### src/hw/rtl/channel_average_threshold_scan_macros.svh
// Assertion macros used by the channel average threshold scan sequencer
`ifndef CHANNEL_AVERAGE_THRESHOLD_SCAN_MACROS_SVH
`define CHANNEL_AVERAGE_THRESHOLD_SCAN_MACROS_SVH

// Check a property on every clock edge outside reset
`define CATS_ASSERT(lbl, prop, msg) \
  lbl: assert property (@(posedge clk_i) disable iff (!rst_ni) (prop)) else $error(msg);

// Check that a condition implies another in the same cycle
`define CATS_ASSERT_IMP(lbl, ante, cons, msg) \
  lbl: assert property (@(posedge clk_i) disable iff (!rst_ni) (ante) |-> (cons)) else $error(msg);

// Check that a condition implies another in the next cycle
`define CATS_ASSERT_NXT(lbl, ante, cons, msg) \
  lbl: assert property (@(posedge clk_i) disable iff (!rst_ni) (ante) |=> (cons)) else $error(msg);

`endif

### src/hw/rtl/cats_pkg.sv
// Types and constants for the channel average threshold scan block
package cats_pkg;

  localparam int unsigned AVG_W  = 16;
  localparam int unsigned CHAN_W = 4;
  localparam int unsigned CNT_W  = 4;
  localparam int unsigned KIND_W = 2;

  // Configuration register indexes
  localparam int unsigned CFG_IDX_W = 1;
  localparam logic [CFG_IDX_W-1:0] CFG_DRY_THRESHOLD = 1'd0;
  localparam logic [CFG_IDX_W-1:0] CFG_SAFE_LIMIT    = 1'd1;

  // Request codes
  localparam logic REQ_SAMPLE = 1'b0;
  localparam logic REQ_SCAN   = 1'b1;

  // Result kinds
  localparam logic [KIND_W-1:0] KIND_AVERAGE  = 2'd0;
  localparam logic [KIND_W-1:0] KIND_SELECTED = 2'd1;
  localparam logic [KIND_W-1:0] KIND_SUMMARY  = 2'd2;

  // Selections reported per scan saturate here
  localparam logic [CNT_W-1:0] MAX_SELECT = 4'd15;

  typedef struct packed {
    logic              req_type;
    logic [CHAN_W-1:0] channel;
    logic [AVG_W-1:0]  sample;
  } in_word_t;

  typedef struct packed {
    logic [KIND_W-1:0] kind;
    logic [CHAN_W-1:0] chan_index;
    logic [AVG_W-1:0]  average;
    logic [CNT_W-1:0]  selected_count;
    logic              aborted;
    logic              last;
  } out_word_t;

endpackage

### src/hw/rtl/cats_avg_mem.sv
// Per-channel average memory with registered read and per-entry valid bits
module cats_avg_mem import cats_pkg::*; #(
  parameter int unsigned DEPTH = 15,
  parameter int unsigned AW    = 4
) (
  input  logic             clk_i,
  input  logic             rst_ni,
  input  logic             re_i,
  input  logic [AW-1:0]    raddr_i,
  input  logic             we_i,
  input  logic [AW-1:0]    waddr_i,
  input  logic [AVG_W-1:0] wdata_i,
  output logic [AVG_W-1:0] rdata_o
);

  logic [AVG_W-1:0] mem_q [DEPTH];
  logic [DEPTH-1:0] valid_q;
  logic [AVG_W-1:0] rdata_q;
  logic             rvalid_q;

  // Write the array and register the read word
  always_ff @(posedge clk_i) begin
    if (we_i) begin
      mem_q[waddr_i] <= wdata_i;
    end
    if (re_i) begin
      rdata_q <= mem_q[raddr_i];
    end
  end

  // Mark entries written since reset
  always_ff @(posedge clk_i or negedge rst_ni) begin
    if (!rst_ni) begin
      valid_q  <= '0;
      rvalid_q <= 1'b0;
    end else begin
      if (we_i) begin
        valid_q[waddr_i] <= 1'b1;
      end
      if (re_i) begin
        rvalid_q <= valid_q[raddr_i];
      end
    end
  end

  // An entry never written reads as zero
  assign rdata_o = rvalid_q ? rdata_q : '0;

endmodule

### src/hw/rtl/cats_ctrl.sv
// Sequencer for sample updates and threshold scans, with the output register
`include "channel_average_threshold_scan_macros.svh"

module cats_ctrl import cats_pkg::*; #(
  parameter int unsigned CHANNELS = 15,
  parameter int unsigned SHIFT    = 8,
  parameter int unsigned AW       = 4
) (
  input  logic                 clk_i,
  input  logic                 rst_ni,
  input  logic                 cfg_we_i,
  input  logic [CFG_IDX_W-1:0] cfg_idx_i,
  input  logic [AVG_W-1:0]     cfg_data_i,
  input  logic                 in_valid_i,
  output logic                 in_stall_o,
  input  in_word_t             in_word_i,
  output logic                 out_valid_o,
  input  logic                 out_stall_i,
  output out_word_t            out_word_o,
  output logic                 mem_re_o,
  output logic [AW-1:0]        mem_raddr_o,
  output logic                 mem_we_o,
  output logic [AW-1:0]        mem_waddr_o,
  output logic [AVG_W-1:0]     mem_wdata_o,
  input  logic [AVG_W-1:0]     mem_rdata_i
);

  localparam int unsigned CW   = (AW > CHAN_W) ? AW : CHAN_W;
  localparam int unsigned SW   = AVG_W + SHIFT + 1;
  localparam logic [6:0]  LIM  = 7'(CHANNELS);
  localparam logic [AW-1:0] LAST_IDX = AW'(CHANNELS - 1);

  localparam logic [2:0] ST_IDLE = 3'd0;
  localparam logic [2:0] ST_UPD  = 3'd1;
  localparam logic [2:0] ST_ABT  = 3'd2;
  localparam logic [2:0] ST_SEL  = 3'd3;
  localparam logic [2:0] ST_SUM  = 3'd4;

  logic [2:0]       state_q, state_d;
  logic [AW-1:0]    idx_q, idx_d;
  logic [CNT_W-1:0] cnt_q, cnt_d;
  logic             abort_q, abort_d;
  logic [AW-1:0]    addr_q, addr_d;
  logic [AVG_W-1:0] smp_q, smp_d;
  logic [AVG_W-1:0] dry_q, safe_q;
  logic             out_valid_q, out_valid_d;
  out_word_t        out_q, out_d;
  logic             out_load;
  logic             can_load;
  logic             in_acc;
  logic [CW-1:0]    ch_ext;
  logic [CW-1:0]    idx_ext;
  logic [CW-1:0]    addr_ext;
  logic             ch_ok;
  logic [SW-1:0]    acc;
  logic [AVG_W-1:0] next_avg;
  logic             sel;

  // Configuration registers
  always_ff @(posedge clk_i or negedge rst_ni) begin
    if (!rst_ni) begin
      dry_q  <= '0;
      safe_q <= '0;
    end else if (cfg_we_i) begin
      unique case (cfg_idx_i)
        CFG_DRY_THRESHOLD: dry_q  <= cfg_data_i;
        CFG_SAFE_LIMIT:    safe_q <= cfg_data_i;
        default: ;
      endcase
    end
  end

  // Address and channel conversions
  assign ch_ext   = CW'(in_word_i.channel);
  assign idx_ext  = CW'(idx_q);
  assign addr_ext = CW'(addr_q);
  assign ch_ok    = {3'b000, in_word_i.channel} < LIM;

  // Average update: avg * (2^SHIFT - 1) + sample, then shift down
  assign acc      = (SW'(mem_rdata_i) << SHIFT) - SW'(mem_rdata_i) + SW'(smp_q);
  assign next_avg = acc[SHIFT +: AVG_W];

  assign sel      = (mem_rdata_i < dry_q) && (cnt_q != MAX_SELECT);
  assign can_load = !out_valid_q || !out_stall_i;
  assign in_stall_o = (state_q != ST_IDLE);
  assign in_acc   = in_valid_i && !in_stall_o;

  // Sequence the memory accesses and result words
  always_comb begin
    state_d     = state_q;
    idx_d       = idx_q;
    cnt_d       = cnt_q;
    abort_d     = abort_q;
    addr_d      = addr_q;
    smp_d       = smp_q;
    mem_re_o    = 1'b0;
    mem_raddr_o = '0;
    mem_we_o    = 1'b0;
    mem_waddr_o = addr_q;
    mem_wdata_o = next_avg;
    out_load    = 1'b0;
    out_d       = out_q;
    unique case (state_q)
      ST_IDLE: begin
        if (in_acc) begin
          if (in_word_i.req_type == REQ_SCAN) begin
            mem_re_o = 1'b1;
            idx_d    = '0;
            cnt_d    = '0;
            abort_d  = 1'b0;
            state_d  = ST_ABT;
          end else if (ch_ok) begin
            mem_re_o    = 1'b1;
            mem_raddr_o = ch_ext[AW-1:0];
            addr_d      = ch_ext[AW-1:0];
            smp_d       = in_word_i.sample;
            state_d     = ST_UPD;
          end
        end
      end
      ST_UPD: begin
        if (can_load) begin
          mem_we_o = 1'b1;
          out_load = 1'b1;
          out_d    = '{kind: KIND_AVERAGE, chan_index: addr_ext[CHAN_W-1:0],
                       average: next_avg, selected_count: '0, aborted: 1'b0,
                       last: 1'b1};
          state_d  = ST_IDLE;
        end
      end
      ST_ABT: begin
        if (mem_rdata_i >= safe_q) begin
          abort_d = 1'b1;
          state_d = ST_SUM;
        end else if (idx_q == LAST_IDX) begin
          mem_re_o = 1'b1;
          idx_d    = '0;
          state_d  = ST_SEL;
        end else begin
          mem_re_o    = 1'b1;
          mem_raddr_o = idx_q + 1'b1;
          idx_d       = idx_q + 1'b1;
        end
      end
      ST_SEL: begin
        if (!sel || can_load) begin
          if (sel) begin
            out_load = 1'b1;
            out_d    = '{kind: KIND_SELECTED, chan_index: idx_ext[CHAN_W-1:0],
                         average: mem_rdata_i, selected_count: '0, aborted: 1'b0,
                         last: 1'b0};
            cnt_d    = cnt_q + 1'b1;
          end
          if (idx_q == LAST_IDX) begin
            state_d = ST_SUM;
          end else begin
            mem_re_o    = 1'b1;
            mem_raddr_o = idx_q + 1'b1;
            idx_d       = idx_q + 1'b1;
          end
        end
      end
      ST_SUM: begin
        if (can_load) begin
          out_load = 1'b1;
          out_d    = '{kind: KIND_SUMMARY, chan_index: '0, average: '0,
                       selected_count: abort_q ? '0 : cnt_q, aborted: abort_q,
                       last: 1'b1};
          state_d  = ST_IDLE;
        end
      end
      default: begin
        state_d = ST_IDLE;
      end
    endcase
  end

  // Hold the result word until the receiver takes it
  always_comb begin
    if (out_load) begin
      out_valid_d = 1'b1;
    end else if (out_stall_i) begin
      out_valid_d = out_valid_q;
    end else begin
      out_valid_d = 1'b0;
    end
  end

  // Control state
  always_ff @(posedge clk_i or negedge rst_ni) begin
    if (!rst_ni) begin
      state_q     <= ST_IDLE;
      idx_q       <= '0;
      cnt_q       <= '0;
      abort_q     <= 1'b0;
      out_valid_q <= 1'b0;
    end else begin
      state_q     <= state_d;
      idx_q       <= idx_d;
      cnt_q       <= cnt_d;
      abort_q     <= abort_d;
      out_valid_q <= out_valid_d;
    end
  end

  // Payload registers
  always_ff @(posedge clk_i) begin
    addr_q <= addr_d;
    smp_q  <= smp_d;
    if (out_load) begin
      out_q <= out_d;
    end
  end

  assign out_valid_o = out_valid_q;
  assign out_word_o  = out_q;

  `CATS_ASSERT(a_no_rd_wr_overlap, !(mem_we_o && mem_re_o), "memory read and write overlap")
  `CATS_ASSERT_NXT(a_wr_ends_item, mem_we_o, state_q == ST_IDLE, "write did not end the item")
  `CATS_ASSERT_IMP(a_abort_no_count, out_load && out_d.aborted, out_d.selected_count == '0,
                   "aborted summary carries a count")
  `CATS_ASSERT_IMP(a_load_has_room, out_load, !out_valid_q || !out_stall_i,
                   "result word overwritten while stalled")

endmodule

### src/hw/rtl/channel_average_threshold_scan.sv
// Top level of the per-channel moving average and threshold scan block
//
// Input channel: in_valid_i / in_stall_o carry one in_word_t word. A sample
// word updates its channel's average as (avg*(2^SHIFT-1) + sample) >> SHIFT
// and returns one word with the new average; a sample for a channel at or
// beyond CHANNELS is taken and dropped. A scan word returns a single aborted
// summary if any average is at or above safe_limit, else one word per channel
// below dry_threshold (at most 15) and then a summary with the count.
// Output channel: out_valid_o / out_stall_i, one out_word_t word per result,
// last set on the final word of each input word.
// Sequence: a sample is accepted with its memory read, then written back
// and loaded into the output register; a scan is accepted, reads every
// channel in an abort pass and then in a selection pass, and loads the
// summary. The sequencer makes one memory read per cycle while not stalled
// and takes no new input word until it is back in idle.
// Reset clears the averages (through per-entry valid bits) and both
// thresholds at once. While the receiver stalls, the output register holds
// its word, the sequencer waits before each load, and one item may be accepted.
module channel_average_threshold_scan import cats_pkg::*; #(
  parameter int unsigned CHANNELS = 15,
  parameter int unsigned SHIFT    = 8
) (
  input  logic                 clk_i,
  input  logic                 rst_ni,
  input  logic                 cfg_we_i,
  input  logic [CFG_IDX_W-1:0] cfg_idx_i,
  input  logic [AVG_W-1:0]     cfg_data_i,
  input  logic                 in_valid_i,
  output logic                 in_stall_o,
  input  in_word_t             in_word_i,
  output logic                 out_valid_o,
  input  logic                 out_stall_i,
  output out_word_t            out_word_o
);

  localparam int unsigned AW = (CHANNELS > 1) ? $clog2(CHANNELS) : 1;

  logic             mem_re;
  logic [AW-1:0]    mem_raddr;
  logic             mem_we;
  logic [AW-1:0]    mem_waddr;
  logic [AVG_W-1:0] mem_wdata;
  logic [AVG_W-1:0] mem_rdata;

  // Average store
  cats_avg_mem #(
    .DEPTH(CHANNELS),
    .AW   (AW)
  ) u_mem (
    .clk_i  (clk_i),
    .rst_ni (rst_ni),
    .re_i   (mem_re),
    .raddr_i(mem_raddr),
    .we_i   (mem_we),
    .waddr_i(mem_waddr),
    .wdata_i(mem_wdata),
    .rdata_o(mem_rdata)
  );

  // Sequencer and output register
  cats_ctrl #(
    .CHANNELS(CHANNELS),
    .SHIFT   (SHIFT),
    .AW      (AW)
  ) u_ctrl (
    .clk_i      (clk_i),
    .rst_ni     (rst_ni),
    .cfg_we_i   (cfg_we_i),
    .cfg_idx_i  (cfg_idx_i),
    .cfg_data_i (cfg_data_i),
    .in_valid_i (in_valid_i),
    .in_stall_o (in_stall_o),
    .in_word_i  (in_word_i),
    .out_valid_o(out_valid_o),
    .out_stall_i(out_stall_i),
    .out_word_o (out_word_o),
    .mem_re_o   (mem_re),
    .mem_raddr_o(mem_raddr),
    .mem_we_o   (mem_we),
    .mem_waddr_o(mem_waddr),
    .mem_wdata_o(mem_wdata),
    .mem_rdata_i(mem_rdata)
  );

endmodule

### config.mk
export PLATFORM = sky130hd
export DESIGN_NAME = channel_average_threshold_scan
export DESIGN_NICKNAME = d
export VERILOG_FILES = /design/src/hw/rtl/cats_pkg.sv /design/src/hw/rtl/cats_avg_mem.sv /design/src/hw/rtl/cats_ctrl.sv /design/src/hw/rtl/channel_average_threshold_scan.sv
export VERILOG_INCLUDE_DIRS = /design/src /design/src/hw/rtl
export SDC_FILE = /design/constraint.sdc
export NUM_CORES = 1
export LEC_CHECK = 0
export BUFFER_PORTS_ARGS = -buffer_cell sky130_fd_sc_hd__buf_2
export CAP_MARGIN = 20
export CORE_ASPECT_RATIO = 1.25
export CORE_UTILIZATION = 61
export DETAILED_ROUTE_END_ITERATION = 10
export PLACE_DENSITY_LB_ADDON = 0.15
export SLEW_MARGIN = 20
export SYNTH_ARGS = -nofsm -noshare
export SYNTH_HDL_FRONTEND = slang
export SYNTH_SLANG_ARGS = --single-unit
### constraint.sdc
create_clock -name clk_i -period 5.15 [get_ports clk_i]
set_clock_uncertainty 0.15 [all_clocks]
set_input_delay 0.515 -clock clk_i [delete_from_list [all_inputs] [get_ports clk_i]]
set_output_delay 0.515 -clock clk_i [all_outputs]
set_load 0.01 [all_outputs]
==> impl_metrics.csv <==
group,metric,value,unit
global_routing,all_layer_gr_usage,0.277,
status,outcome,"complete, no violations",
floorplanning,die-height,184,um
clocking,ctsHoldBuffers,9,
run,maximum_capacitance_violations,0,
global_routing,grt_antenna_before_repair,0,
setup_path,crit_type,"reg -> reg",
setup_path,cp.required,5.26,ns
placement,place.detailed.hpwl,23500,um
floorplanning,io-pin-count,73,
floorplanning,die_width,147,um
yosys,syn_area_per_cell,15.0,um^2
setup_path,crit_path_cell_trace,"nand2_1 > inv_1 > ha_1 > a211oi_1 > o211ai_1 > o221ai_2 > a21boi_2 > nor2_4 > a2bb2oi_4 > buf_12 > mux4_2 > a22oi_1 > o311ai_1",
setup_path,cp-end-kind,"register",
timing,timing.setup.tns,0,ns
setup_path,slowest_stage,"dfrtp_1",
clocking,post_cts.repair.setup_buffers,0,
layout,antenna_cells_inserted,0,
clocking,resized_cells_post_cts,0,
global_routing,global_route.overflow_total,0,
clocking,cts-root-buf,"clkbuf_16",
routing,drt.antenna.violating_nets,0,
routing,drt-pass1-iter-count,5,
timing,setup_viol,0,
hold_path,hold_path_class,"in -> reg",
timing,min_cycle_time_layout,4.89,ns
yosys,synth-async-reset-ratio,0.167,
clocking,cts-buffers-inserted,35,
timing,grt_setup_unrepaired,"no",
yosys,synth_edf_count,304,
routing,avgRoutedWirePerCell,23.3,um
floorplanning,core.rowCount,66,
layout,post_route_cells_drive_above_1_share,0.227,
layout,nFillCells,1737,
yosys,post_synth_most_frequent_cells,"304 x edfxtp_1, 85 x inv_1, 85 x nand2_1, 61 x dfrtp_1, 60 x ha_1",
clocking,clock_tree_from_tritoncts,"built",
routing,sum_of_routed_wire_length_over_all_layers,36400,um
setup_path,critical_path_peak_fanout,52,
global_routing,grt_first_pass_wirelength,55100,um
layout,area_growth_syn_to_layout,13.5,%
timing,max_slew_margin,0.325,
global_routing,grt_pass1_vias,9556,
layout,final_nets,1311,
yosys,synth.net_count,1188,
global_routing,grt_max_degree,53,
timing,slew_viol_final,0,
routing,drt-vias-per-instance,6.15,
placement,place_congestion,0.908,
yosys,post_synth_instance_area,16100,um^2
clocking,h-tree-depth,2,
setup_path,cp_data_arrival_time,5.00,ns
yosys,most_common_cell_in_the_synthesized_netlist,"edfxtp_1",
yosys,ys.flop_type,"edfxtp_1",
routing,first_iter_violations,750,
clocking,clkTransAtPathRegs,0.06,ns
yosys,yosysTopAreaCellShare,0.566,
routing,via_count,9623,
timing,maxClockFrequency,205,MHz
yosys,synthCells,1077,
clocking,cts_buffer_depth,3,
floorplanning,initial_utilization,0.621,
setup_path,critPathTopFamily,"compound AO/OA/AOI/OAI gates",
floorplanning,dieArea,27100,um^2
timing,layout_worst_path_cycle_share,0.949,
yosys,largest_cells_by_area_after_synthesis,"edfxtp_1 57%, dfrtp_1 9.5%, mux4_2 7.1%",
timing,final-hold-violation-count,0,
timing,worstMarginPinSlew,1.01,ns
setup_path,cpPeakStageDelay,0.84,ns
setup_path,worst_setup_path_start_kind,"register",
floorplanning,fp.coreArea,26000,um^2
routing,detail_route.drc_violations,0,
yosys,synth.yosys.seq_area_share,0.660,
placement,io_buffer_count,72,
clocking,clock-sinks,365,
yosys,synth.largest_area_cell,"edfxtp_1",
yosys,synth-warning-count,0,
clocking,insertion_delay,0.54,ns
setup_path,cp.buffers_inverters,2,
yosys,synthDistinctLibCells,70,
yosys,synth-seq-cells,365,
[final timing paths]
kind / start / endpoint / slack, ns / depth (start not counted)
worst max-delay path: u_mem.rvalid_q / u_mem.rdata_q[1] / 0.26 / 13
min in group asynchronous: rst_ni / u_ctrl.dry_q[0] / 0.49 / 2
worst max register to register: u_mem.rvalid_q / u_mem.rdata_q[1] / 0.26 / 13
max in group asynchronous: rst_ni / u_ctrl.cnt_q[3] / 3.44 / 3
worst min register to register: u_mem.valid_q[10] / u_mem.valid_q[10] / 0.32 / 1
worst min-delay path: in_word_i[2] / u_ctrl.smp_q[2] / 0.02 / 1
[worst reg2reg max path: stages, from the launching register on]
cell       delay [ns]
dfrtp_1          0.84
nand2_1          0.33
inv_1            0.19
ha_1             0.26
a211oi_1         0.30
o211ai_1         0.17
o221ai_2         0.37
a21boi_2         0.14
nor2_4           0.28
a2bb2oi_4        0.27
buf_12           0.34
mux4_2           0.60
a22oi_1          0.24
o311ai_1         0.15
[logic make-up after synthesis]
logic type	count (synthesis)	share of synthesized area
xor+xnor	18	0.00977
compound gates	185	0.0812
flops	365	0.660
buf+inv	123	0.0322
simple gates	245	0.0741
fa+ha+maj	68	0.0564
mux	73	0.0863
[layer usage]
metal  global-route usage  vias to the layer above  part of all wire
li1                     -                     4334                 -
met1                0.360                     4839              0.40
met2                0.479                      378              0.51
met3               0.0390                       72             0.060
met4               0.0994                        0             0.030
met5                    0                        -                 0
[registers in the layout, summed over array words and instances, names as in the netlist, 15 cells and up]
name / flops
u_mem.rdata_q: 16
u_mem.valid_q: 15
u_mem.mem_q: 240
u_ctrl.smp_q: 16
u_ctrl.out_word_o: 28
u_ctrl.safe_q: 16
u_ctrl.dry_q: 16
[final cells by class]
class / instances / area, um^2 / share of cell area
sequential: 365 / 10700 / 0.581
multi-input combinational: 589 / 5070 / 0.276
clock buffer: 45 / 955 / 0.0521
timing repair buffer: 124 / 811 / 0.0442
tap: 340 / 425 / 0.0232
inverter: 85 / 319 / 0.0174
clock inverter: 16 / 95.1 / 0.00519
[per-stage QoR]
stage	utilization	setup WS (ns)	instances	instance area (um^2)	hold WS, ns
finish	0.705	0.260	1564	18300	0.0163
global route	0.705	0.0116	1564	18300	0.0117
CTS	0.704	0.284	1564	18300	0.00306
detailed placement	0.660	0.301	1494	17200	0.301
global placement	0.659	0.386	1494	17200	0.296
floorplan	-	1.14	1077	16100	0.0694
[cell usage in the layout, fill, tap and decap left out, drive strengths merged, types with 9 or more instances in the layout]
cell type / count
edfxtp: 304
buf: 115
inv: 88
nand2: 86
dfrtp: 61
ha: 60
nor2: 54
mux4: 51
clkbuf: 45
o21ai: 43
a21oi: 26
a211oi: 22
nor2b: 20
mux2: 19
or2: 16
a22oi: 16
o311ai: 16
nor3: 15
clkinv: 13
xor2: 11
and2: 10
nand3: 9
dlygate4sd3: 9
Power is left out: the tool's default activity adds up to more than one toggle a clock period on the data nets, which glitch-free logic cannot reach.
